<file path="config.mk">
export PLATFORM = sky130hd
export DESIGN_NAME = integer_line_stepper
export DESIGN_NICKNAME = d
export VERILOG_FILES = /design/src/ils_pkg.sv /design/src/ils_datapath.sv /design/src/ils_ctrl.sv /design/src/integer_line_stepper.sv
export SDC_FILE = /design/constraint.sdc
export NUM_CORES = 1
export LEC_CHECK = 0
export ABC_AREA = 1
export BUFFER_PORTS_ARGS = -buffer_cell sky130_fd_sc_hd__buf_4
export CAP_MARGIN = 20
export CORE_UTILIZATION = 25
export CTS_BUF_LIST = sky130_fd_sc_hd__clkbuf_4
export DETAILED_ROUTE_END_ITERATION = 12
export SETUP_SLACK_MARGIN = 0.05
export SYNTH_ARGS = -nofsm -noshare
export SYNTH_HDL_FRONTEND = slang
export SYNTH_SLANG_ARGS = --single-unit
</file>
<file path="constraint.sdc">
create_clock -name clk -period 6 [get_ports clk]
set_input_delay 0.3 -clock clk [delete_from_list [all_inputs] [get_ports clk]]
set_output_delay 0.3 -clock clk [all_outputs]
set_load 0.005 [all_outputs]
</file>
<file path="src/ils_pkg.sv">
// ----------------------------------------------------------------------------
// ils_pkg
// types and constants shared by the integer line stepper modules
// ----------------------------------------------------------------------------
`default_nettype none

package ils_pkg;

	localparam int COORD_W       = 6;
	localparam int ERR_W         = 7;
	localparam int GRID_SIZE_DEF = 64;

	// one line request
	typedef struct packed {
		logic [COORD_W-1:0] start_x;
		logic [COORD_W-1:0] start_y;
		logic [COORD_W-1:0] end_x;
		logic [COORD_W-1:0] end_y;
	} line_req_t;

	// one emitted raster point
	typedef struct packed {
		logic [COORD_W-1:0] point_x;
		logic [COORD_W-1:0] point_y;
		logic               last_point;
	} line_pt_t;

	// controller to datapath
	typedef struct packed {
		logic load;
		logic step;
	} dp_cmd_t;

	// datapath to controller
	typedef struct packed {
		logic left_zero;
		logic left_one;
	} dp_status_t;

endpackage

`default_nettype wire

</file>
<file path="src/ils_datapath.sv">
// ----------------------------------------------------------------------------
// ils_datapath
// cursor, error accumulator and point counter of the line stepper, plus the
// output point register
// ----------------------------------------------------------------------------
`default_nettype none

module ils_datapath
	import ils_pkg::*;
#(
	parameter int GRID_SIZE = GRID_SIZE_DEF
) (
	input  wire logic       clk,
	input  wire logic       arst_n,
	input  wire line_req_t  line,
	input  wire dp_cmd_t    cmd,
	output dp_status_t      status,
	output line_pt_t        point
);

	localparam logic [COORD_W:0]   GRID_LIM  = (COORD_W+1)'(GRID_SIZE);
	localparam logic [COORD_W-1:0] COORD_MAX = COORD_W'(GRID_SIZE - 1);

	function automatic logic [COORD_W-1:0] clamp(input logic [COORD_W-1:0] v);
		return ({1'b0, v} >= GRID_LIM) ? COORD_MAX : v;
	endfunction

	logic [COORD_W-1:0] cursor_x_q, cursor_y_q;
	logic [ERR_W-1:0]   err_q;
	logic [COORD_W-1:0] left_q;
	logic [COORD_W-1:0] major_q, minor_q;
	logic               y_major_q, major_down_q, minor_down_q;
	line_pt_t           point_q;

	// setup of a new line
	logic [COORD_W-1:0] sx, sy, ex, ey, dx, dy;
	logic               x_down, y_down, y_major;
	logic [COORD_W-1:0] major_d, minor_d;

	always_comb begin
		sx      = clamp(line.start_x);
		sy      = clamp(line.start_y);
		ex      = clamp(line.end_x);
		ey      = clamp(line.end_y);
		x_down  = ex < sx;
		y_down  = ey < sy;
		dx      = x_down ? (sx - ex) : (ex - sx);
		dy      = y_down ? (sy - ey) : (ey - sy);
		y_major = dx < dy;
		major_d = y_major ? dy : dx;
		minor_d = y_major ? dx : dy;
	end

	// one step along the line
	logic [COORD_W-1:0] maj_c, min_c, maj_n, min_n;
	logic [ERR_W-1:0]   err_sum;
	logic               minor_step;

	always_comb begin
		maj_c      = y_major_q ? cursor_y_q : cursor_x_q;
		min_c      = y_major_q ? cursor_x_q : cursor_y_q;
		maj_n      = major_down_q ? (maj_c - 1'b1) : (maj_c + 1'b1);
		err_sum    = err_q + {1'b0, minor_q};
		minor_step = err_sum >= {1'b0, major_q};
		min_n      = min_c;
		if (minor_step) begin
			min_n = minor_down_q ? (min_c - 1'b1) : (min_c + 1'b1);
		end
	end

	// point counter is control state
	always_ff @(posedge clk or negedge arst_n) begin
		if (!arst_n) begin
			left_q <= '0;
		end else if (cmd.load) begin
			left_q <= major_d;
		end else if (cmd.step) begin
			left_q <= left_q - 1'b1;
		end
	end

	// line registers and output point
	always_ff @(posedge clk or negedge arst_n) begin
		if (!arst_n) begin
			cursor_x_q   <= '0;
			cursor_y_q   <= '0;
			major_q      <= '0;
			minor_q      <= '0;
			y_major_q    <= 1'b0;
			major_down_q <= 1'b0;
			minor_down_q <= 1'b0;
			err_q        <= '0;
			point_q      <= '0;
		end else if (cmd.load) begin
			cursor_x_q   <= sx;
			cursor_y_q   <= sy;
			major_q      <= major_d;
			minor_q      <= minor_d;
			y_major_q    <= y_major;
			major_down_q <= y_major ? y_down : x_down;
			minor_down_q <= y_major ? x_down : y_down;
			err_q        <= {2'b00, major_d[COORD_W-1:1]};
		end else if (cmd.step) begin
			point_q.point_x    <= cursor_x_q;
			point_q.point_y    <= cursor_y_q;
			point_q.last_point <= (left_q == COORD_W'(1));
			cursor_x_q         <= y_major_q ? min_n : maj_n;
			cursor_y_q         <= y_major_q ? maj_n : min_n;
			err_q              <= minor_step ? (err_sum - {1'b0, major_q}) : err_sum;
		end
	end

	assign status.left_zero = (left_q == '0);
	assign status.left_one  = (left_q == COORD_W'(1));
	assign point            = point_q;

endmodule

`default_nettype wire

</file>
<file path="src/ils_ctrl.sv">
// ----------------------------------------------------------------------------
// ils_ctrl
// controller of the line stepper: takes a line request when idle, then
// issues one step per point while the output register can take it
// ----------------------------------------------------------------------------
`default_nettype none

module ils_ctrl
	import ils_pkg::*;
(
	input  wire logic       clk,
	input  wire logic       arst_n,
	input  wire logic       line_valid,
	output logic            line_stall,
	output logic            point_valid,
	input  wire logic       point_stall,
	input  wire dp_status_t status,
	output dp_cmd_t         cmd
);

	typedef enum logic {
		ST_IDLE,
		ST_RUN
	} state_t;

	state_t state_q;
	logic   out_valid_q;
	logic   out_free;

	// output register can take a new point this cycle
	assign out_free = !out_valid_q || !point_stall;

	always_comb begin
		cmd.load = (state_q == ST_IDLE) && line_valid;
		cmd.step = (state_q == ST_RUN) && !status.left_zero && out_free;
	end

	assign line_stall  = (state_q != ST_IDLE);
	assign point_valid = out_valid_q;

	// state and output valid
	always_ff @(posedge clk or negedge arst_n) begin
		if (!arst_n) begin
			state_q     <= ST_IDLE;
			out_valid_q <= 1'b0;
		end else begin
			if (cmd.step) begin
				out_valid_q <= 1'b1;
			end else if (!point_stall) begin
				out_valid_q <= 1'b0;
			end
			case (state_q)
				ST_IDLE: begin
					if (line_valid) begin
						state_q <= ST_RUN;
					end
				end
				ST_RUN: begin
					if (status.left_zero || (cmd.step && status.left_one)) begin
						state_q <= ST_IDLE;
					end
				end
				default: begin
					state_q <= ST_IDLE;
				end
			endcase
		end
	end

endmodule

`default_nettype wire

</file>
<file path="src/integer_line_stepper.sv">
// ----------------------------------------------------------------------------
// integer_line_stepper
// emits the raster points of a grid line from a start to an end coordinate
// ----------------------------------------------------------------------------
// Usage:
//   line channel: a request holds start and end coordinates; it is taken when
//   line_valid is high and line_stall is low. line_stall stays high while a
//   line is being stepped, so one line is in work at a time.
//   point channel: one item per raster point, start point first, end point
//   left out; the final point has last_point set. Equal endpoints give none.
// Sequence and throughput:
//   a taken request is loaded into the line registers; each step then moves the
//   current point into the output point register, one point per cycle while
//   the output register is free, set by the single step of the error accumulator.
// Reset:
//   arst_n clears the controller and the line registers; no point is shown.
// Stall:
//   while point_stall holds a waiting point, that point stays and stepping pauses.
// ----------------------------------------------------------------------------
`default_nettype none

module integer_line_stepper
	import ils_pkg::*;
#(
	parameter int GRID_SIZE = GRID_SIZE_DEF
) (
	input  wire logic      clk,
	input  wire logic      arst_n,
	input  wire logic      line_valid,
	output logic           line_stall,
	input  wire line_req_t line,
	output logic           point_valid,
	input  wire logic      point_stall,
	output line_pt_t       point
);

	dp_cmd_t    cmd;
	dp_status_t status;

	// sequencing
	ils_ctrl u_ctrl (
		.clk         (clk),
		.arst_n      (arst_n),
		.line_valid  (line_valid),
		.line_stall  (line_stall),
		.point_valid (point_valid),
		.point_stall (point_stall),
		.status      (status),
		.cmd         (cmd)
	);

	// line arithmetic and output point
	ils_datapath #(
		.GRID_SIZE (GRID_SIZE)
	) u_datapath (
		.clk    (clk),
		.arst_n (arst_n),
		.line   (line),
		.cmd    (cmd),
		.status (status),
		.point  (point)
	);

endmodule

`default_nettype wire

</file>
==> run_results.csv, run 1 <==
group,metric,value,unit
status,status,"finished clean",
placed_design,dp_hpwl,10.4,mm
synth,synth-main-ff-cell,"dfrtp_1",
die,io_pins,43,
timing,skew,17.9,ps
timing,worst_slew_pin_slew,1070,ps
worst_setup_path,crit_path_max_fanout,17,
placed_design,place.port_buffers,42,
die,core_area,0.0195,mm^2
routing,drc,0,
synth,synthCells,715,
global_route,grt_overflow,0,
clock_tree,cts_tree,"done",
clock_tree,cts_root_buffer,"clkbuf_4",
clock_tree,clock_path_buffers,2,
clock_tree,cts_resized,0,
final_layout,multiInputGateArea,0.00302,mm^2
worst_setup_path,critPathKind,"register to register",
timing,worst_slew_margin_rel,0.286,
timing,setup-tns-final,0,ps
synth,yosys_register_bits,55,
die,die_area,0.0204,mm^2
timing,grt_setup_unrepaired,"false",
timing,max_freq,0.303,GHz
clock_tree,path_clk_slew,170,ps
global_route,grt_pass1_vias,4355,
synth,synth_area_leaders,"dfrtp_1 28%, nand2_1 15%, ha_1 12%",
synth,synthesis.area,0.00496,mm^2
clock_tree,numCtsBuffers,5,
synth,ys_seq_area_frac,0.277,
clock_tree,clk_latency,400,ps
timing,setup-violations-final,0,
synth,synth_async_sr_flop_share,1.00,
global_route,track_usage,0.136,
worst_setup_path,start_kind,"register",
worst_setup_path,cpMaxStageDelayCell,"dfrtp_1",
final_layout,seq_area,0.00138,mm^2
routing,dr.pass1.iters,5,
worst_setup_path,crit_chain,"ha_1 > inv_1 > fa_1 > inv_1 > a21oi_1 > xnor2_1 > ha_1 > a21oi_1 > nand3_2 > a21oi_2 > nand2_4 > inv_2 > nand2_1 > nand3_1 > nand3_1 > nand2_1",
final_layout,drive_gt1_frac,0.0961,
die,die_w,143,um
clock_tree,clock-sinks,55,
synth,postSynthAreaPerCell,6.94,um^2
min_path,hp-class,"input pin to register",
worst_setup_path,cpPeakStageDelay,420,ps
flow_run,cap_violations,0,
routing,routed_wl,13.2,mm
final_layout,nets,833,
worst_setup_path,worstPathRequired,6340,ps
final_layout,layout_common_cells,"201 x nand2_1, 117 x inv_1, 56 x nand3_1",
synth,ys_warn_count,0,
synth,yosys.area.top_type,"dfrtp_1",
final_layout,n_fill_cell,2153,
timing,period_minus_slack,3300,ps
synth,post-synth-top-area-fraction,0.277,
routing,vias,4494,
routing,wl_per_cell,13.0,um
die,die_h,143,um
clock_tree,htreeDepth,2,
final_layout,layout_commonest_cell,"nand2_1",
synth,synth-edff-count,0,
routing,first_iter_violations,253,
worst_setup_path,critPathTopFamily,"adder cells",
synth,synth_cell_type_count,37,
routing,viasPerCell,4.43,
synth,synthesis.nets,800,
global_route,antenna_found_initial,0,
worst_setup_path,cp.arrival,3640,ps
timing,maxSlewViolCount,0,
final_layout,area_growth,13.2,%
global_route,grt_max_degree,56,
clock_tree,cts_setup_buffers,0,
final_layout,diodes,0,
die,floorplan.initialDensity,0.255,
worst_setup_path,r2r_slack,2700,ps
timing,post-route-period-util,0.550,
routing,route.antenna.remaining_nets,0,
global_route,grt_pass1_wl,21.8,mm
placed_design,gp_congestion,0.910,
worst_setup_path,cp-end-kind,"register",
worst_setup_path,path_buf_inv,3,
clock_tree,cts_hold_buf,1,
die,rows,51,
timing,final-hold-violation-count,0,
-- cell families (layout without fill, tap and decap cells) --
kind of cell,after synthesis,count (layout),synth area share
flip-flops,55,55,0.277
XOR/XNOR,27,27,0.0477
AO/OA/AOI/OAI,106,106,0.125
AND/OR/NAND/NOR,328,328,0.281
buffers and inverters,142,176,0.113
adder cells (fa/ha/maj),57,57,0.156
-- per-layer routing --
layer / GRT usage / vias up / share of wire
met5: 0 / - / 0
li1: - / 2348 / -
met1: 0.190 / 2043 / 0.51
met2: 0.222 / 94 / 0.43
met3: 0.0161 / 9 / 0.035
met4: 0.0334 / 0 / 0.016
-- state kept, by name (all words and copies together) (netlist names) --
signal                   flops
u_ctrl.line_stall            1
u_datapath.minor_q           6
u_ctrl.point_valid           1
u_datapath.y_major_q         1
u_datapath.cursor_x_q        6
u_datapath.left_q            6
u_datapath.minor_down_q      1
u_datapath.err_q             7
u_datapath.major_down_q      1
u_datapath.point            13
u_datapath.major_q           6
u_datapath.cursor_y_q        6
-- synthesized netlist by cell type, types with 2 or more instances --
library cell,count
a21o_1,3
a21oi_1,30
a21oi_2,2
a31oi_1,4
buf_2,5
buf_4,4
clkbuf_1,8
dfrtp_1,55
fa_1,8
ha_1,49
inv_1,117
inv_2,5
nand2_1,201
nand3_1,56
nand3_2,5
nand4_1,11
nor2_1,44
nor3_1,2
o211ai_1,6
o21ai_0,37
o21ai_2,2
o221ai_1,7
o22ai_1,13
or2_2,3
xnor2_1,13
xor2_1,14
-- per-stage QoR --
step | area [um^2] | std cells | utilization | worst slack (ps) | hold WS (ps)
2_1_floorplan | 4960 | 715 | - | 3260 | 4.41
3_3_place_gp | 5520 | 1005 | 0.284 | 2550 | 400
3_5_place_dp | 5520 | 1005 | 0.284 | 2620 | 408
4_1_cts | 5620 | 1014 | 0.289 | 2670 | 129
5_1_grt | 5620 | 1014 | 0.289 | 2340 | 115
6_report | 5620 | 1014 | 0.289 | 2700 | 150
-- worst paths after layout --
kind | to | cells after the start | startpoint
max | u_datapath.cursor_y_q[4]$_DFFE_PN0P_ | 16 | u_datapath.minor_q[0]$_DFFE_PN0P_
max in group asynchronous | u_datapath.point[11]$_DFFE_PN0P_ | 2 | arst_n
max reg2reg | u_datapath.cursor_y_q[4]$_DFFE_PN0P_ | 16 | u_datapath.minor_q[0]$_DFFE_PN0P_
min reg2reg | u_datapath.point[6]$_DFFE_PN0P_ | 2 | u_datapath.point[6]$_DFFE_PN0P_
min | u_ctrl.point_valid$_DFFE_PN0P_ | 3 | point_stall
min in group asynchronous | u_datapath.err_q[6]$_DFFE_PN0P_ | 2 | arst_n
-- worst min-delay path: cells and delay by family --
family	cells	cell delay, ps
buffers and inverters	1	80
and+or+nand+nor	2	150
-- final cells by class --
cell class	instances	share of cell area
Clock buffer	6	0.00802
Multi-Input combinational cell	518	0.538
Tap cell	265	0.0590
Sequential cell	55	0.245
Timing Repair Buffer	45	0.0606
Clock inverter	2	0.00690
Inverter	123	0.0822
Power of run 1 is left out: the tool's default activity adds up to more than one toggle a clock period on the data nets, which glitch-free logic cannot reach.
==> run 2: changes to the inputs <==
--- a/config.mk
+++ b/config.mk
@@ -5,7 +5,7 @@
 export SDC_FILE = /design/constraint.sdc
 export NUM_CORES = 1
 export LEC_CHECK = 0
-export ABC_AREA = 1
+export ABC_AREA = 0
 export BUFFER_PORTS_ARGS = -buffer_cell sky130_fd_sc_hd__buf_4
 export CAP_MARGIN = 20
 export CORE_UTILIZATION = 25
==> constraint.sdc (replaced) <==
create_clock -name clk -period 2.9 [get_ports clk]
set_input_delay 0.145 -clock clk [delete_from_list [all_inputs] [get_ports clk]]
set_output_delay 0.145 -clock clk [all_outputs]
set_load 0.005 [all_outputs]
==> run_results.csv, run 2 <==
group,metric,value,unit
timing,worst_slew_margin_rel,0.509,
placed_design,dp_hpwl,10.5,mm
routing,wl_met2,6.82,mm
placed_design,place.port_buffers,42,
final_layout,diodes,0,
synth,yosys.cell_count.top_type,"nand2_1",
global_route,track_usage,0.145,
synth,synthesis.area,0.00473,mm^2
final_layout,nets,789,
synth,synth-edff-count,0,
worst_setup_path,crit_chain,"ha_2 > inv_2 > fa_2 > nand2b_4 > nand2b_4 > a21oi_2 > xnor2_1 > ha_1 > and3_4 > a31oi_4 > a41oi_2 > nor2b_2 > buf_6 > mux2_4 > o211a_1 > a221o_1",
min_path,hp-class,"input pin to register",
routing,route.antenna.remaining_nets,0,
worst_setup_path,startpoint,"u_datapath.minor_q[0]$_DFFE_PN0P_",
global_route,grt_pass1_wl,22.6,mm
final_layout,finalInstanceArea,0.00685,mm^2
worst_setup_path,crit_path_max_fanout,3,
routing,wl_per_cell,14.9,um
routing,dr.pass1.iters,4,
status,violations,"setup timing",
clock_tree,clk_latency,400,ps
worst_setup_path,critPathTopFamily,"adder cells",
placed_design,dpl.cell_count,895,
timing,setup-tns-final,-6290,ps
die,die_w,140,um
clock_tree,htreeDepth,2,
timing,max_freq,0.299,GHz
routing,met3_length,427,um
die,core_area,0.0183,mm^2
status,status,"complete, but fails checks",
synth,synth_async_sr_flop_share,1.00,
clock_tree,path_clk_slew,170,ps
die,rows,49,
die,io_pins,43,
synth,ys_seq_area_frac,0.291,
worst_setup_path,cp.arrival,3650,ps
synth,ys_top_cells_by_count,"81 x nand2_1, 55 x dfrtp_1, 52 x inv_1",
timing,worst_slack,-444,ps
clock_tree,clock-sinks,55,
timing,grt_setup_unrepaired,"true",
worst_setup_path,cpPeakStageDelay,390,ps
routing,first_iter_violations,232,
timing,skew,10.8,ps
final_layout,fin_cells,934,
final_layout,drive_gt1_frac,0.407,
worst_setup_path,cpMaxStageDelayCell,"dfrtp_1",
die,die_area,0.0195,mm^2
clock_tree,cts_tree,"done",
clock_tree,numCtsBuffers,5,
global_route,grt_pass1_vias,4442,
timing,final-hold-violation-count,0,
clock_tree,cts_root_buffer,"clkbuf_4",
final_layout,layout_common_cells,"155 x buf_4, 75 x nand2_1, 55 x dfrtp_1",
timing,worst_slew_pin_slew,736,ps
synth,synth-main-ff-cell,"dfrtp_1",
routing,vias,4423,
worst_setup_path,critPathKind,"register to register",
timing,setup-violations-final,34,
worst_setup_path,path_buf_inv,2,
timing,period_minus_slack,3340,ps
final_layout,n_fill_cell,1866,
synth,postSynthAreaPerCell,8.61,um^2
synth,post-synth-top-area-fraction,0.291,
worst_setup_path,cp-end-kind,"register",
timing,post-route-period-util,1.15,
global_route,grt_max_degree,56,
flow_run,cap_violations,0,
min_path,holdCritStartpoint,"line[20]",
routing,drt-met1-wl,6.57,mm
synth,yosys.area.top_type,"dfrtp_1",
synth,synthCells,549,
die,floorplan.initialDensity,0.259,
synth,yosys_register_bits,55,
routing,drc,0,
placed_design,gp_congestion,0.854,
placed_design,dpl-instance-area,0.00619,mm^2
synth,synth_area_leaders,"dfrtp_1 29%, ha_1 13%, nand2_1 6.4%",
final_layout,layout_commonest_cell,"buf_4",
worst_setup_path,start_kind,"register",
routing,viasPerCell,4.74,
final_layout,area_growth,44.9,%
worst_setup_path,path_common_cell,"nand2b_4",
clock_tree,clock_path_buffers,2,
timing,maxSlewViolCount,0,
synth,synth_cell_type_count,65,
synth,ys_warn_count,0,
die,die_h,140,um
final_layout,largest_reg_flops,13,
global_route,antenna_found_initial,0,
routing,routed_wl,14.0,mm
synth,synthesis.nets,634,
global_route,grt_overflow,0,
worst_setup_path,r2r-start,"u_datapath.minor_q[0]$_DFFE_PN0P_",
worst_setup_path,worstPathRequired,3210,ps
routing,top_layer_used,"met4",
placed_design,place_ws,-519,ps
run 2: cell types whose count changed after synthesis, moves of 9 or more:
cell | before | now
nand2b_1 | 1 | 11
mux2i_1 | 0 | 13
a21oi_1 | 30 | 40
a21o_1 | 3 | 16
nor2_1 | 44 | 23
mux2_2 | 0 | 16
inv_1 | 117 | 52
nand4_1 | 11 | 2
nand3_1 | 56 | 7
nand2_1 | 201 | 81
o22ai_1 | 13 | 2
run 2: layout make-up:
cell class	count	area, um^2	area share
Clock buffer	5	37.5	0.00548
Clock inverter	3	38.8	0.00566
Inverter	52	208	0.0303
Multi-Input combinational cell	418	3530	0.515
Sequential cell	55	1380	0.201
Tap cell	229	287	0.0418
Timing Repair Buffer	172	1370	0.201
run 2: cells by family (layout without fill, tap and decap cells):
logic type | after synthesis | count (layout) | share of synthesized area
multiplexers | 31 | 31 | 0.0720
AND/OR/NAND/NOR | 156 | 156 | 0.154
flip-flops | 55 | 55 | 0.291
buffers and inverters | 76 | 232 | 0.0664
XOR/XNOR | 24 | 24 | 0.0445
AO/OA/AOI/OAI | 150 | 150 | 0.208
adder cells (fa/ha/maj) | 57 | 57 | 0.164
run 2: worst paths after layout:
| kind | end | slack, ps | cells past startpoint |
|---|---|---|---|
| min in group asynchronous | u_datapath.err_q[1]$_DFFE_PN0P_ | 310 | 2 |
| max in group asynchronous | u_datapath.cursor_x_q[1]$_DFFE_PN0P_ | 2090 | 2 |
| setup reg to reg | u_datapath.cursor_x_q[2]$_DFFE_PN0P_ | -440 | 16 |
| hold reg to reg | u_datapath.point[8]$_DFFE_PN0P_ | 500 | 2 |
| setup / recovery | u_datapath.cursor_x_q[2]$_DFFE_PN0P_ | -440 | 16 |
| hold / removal | u_datapath.cursor_x_q[2]$_DFFE_PN0P_ | 100 | 3 |
run 2: layer usage:
layer  GRT usage  vias to the layer above
met5           0                        -
met4      0.0316                        0
met3      0.0155                        9
met2       0.246                       66
met1       0.197                     2123
li1            -                     2225
run 2: what timing repair did:
item	4_1_cts	5_1_grt
endpoints found under the hold margin	56	0
setup endpoints to repair	35	39
resized for setup	37	63
gates cloned	0	0
hold buffers	2	0
setup buffers	26	11
pin swaps	23	31
run 2: tightest hold or removal path: cells and delay by family:
family | cells | cell delay [ps]
AOI/OAI and AO/OA | 1 | 130
buffers and inverters | 2 | 210
run 2: per-stage QoR:
stage                util  hold WS, ps
floorplan               -         -151
global placement    0.339          254
detailed placement  0.339          259
CTS                 0.361         79.0
global route        0.375         70.5
finish              0.375         98.8
Power of run 2 is left out for the same reason.
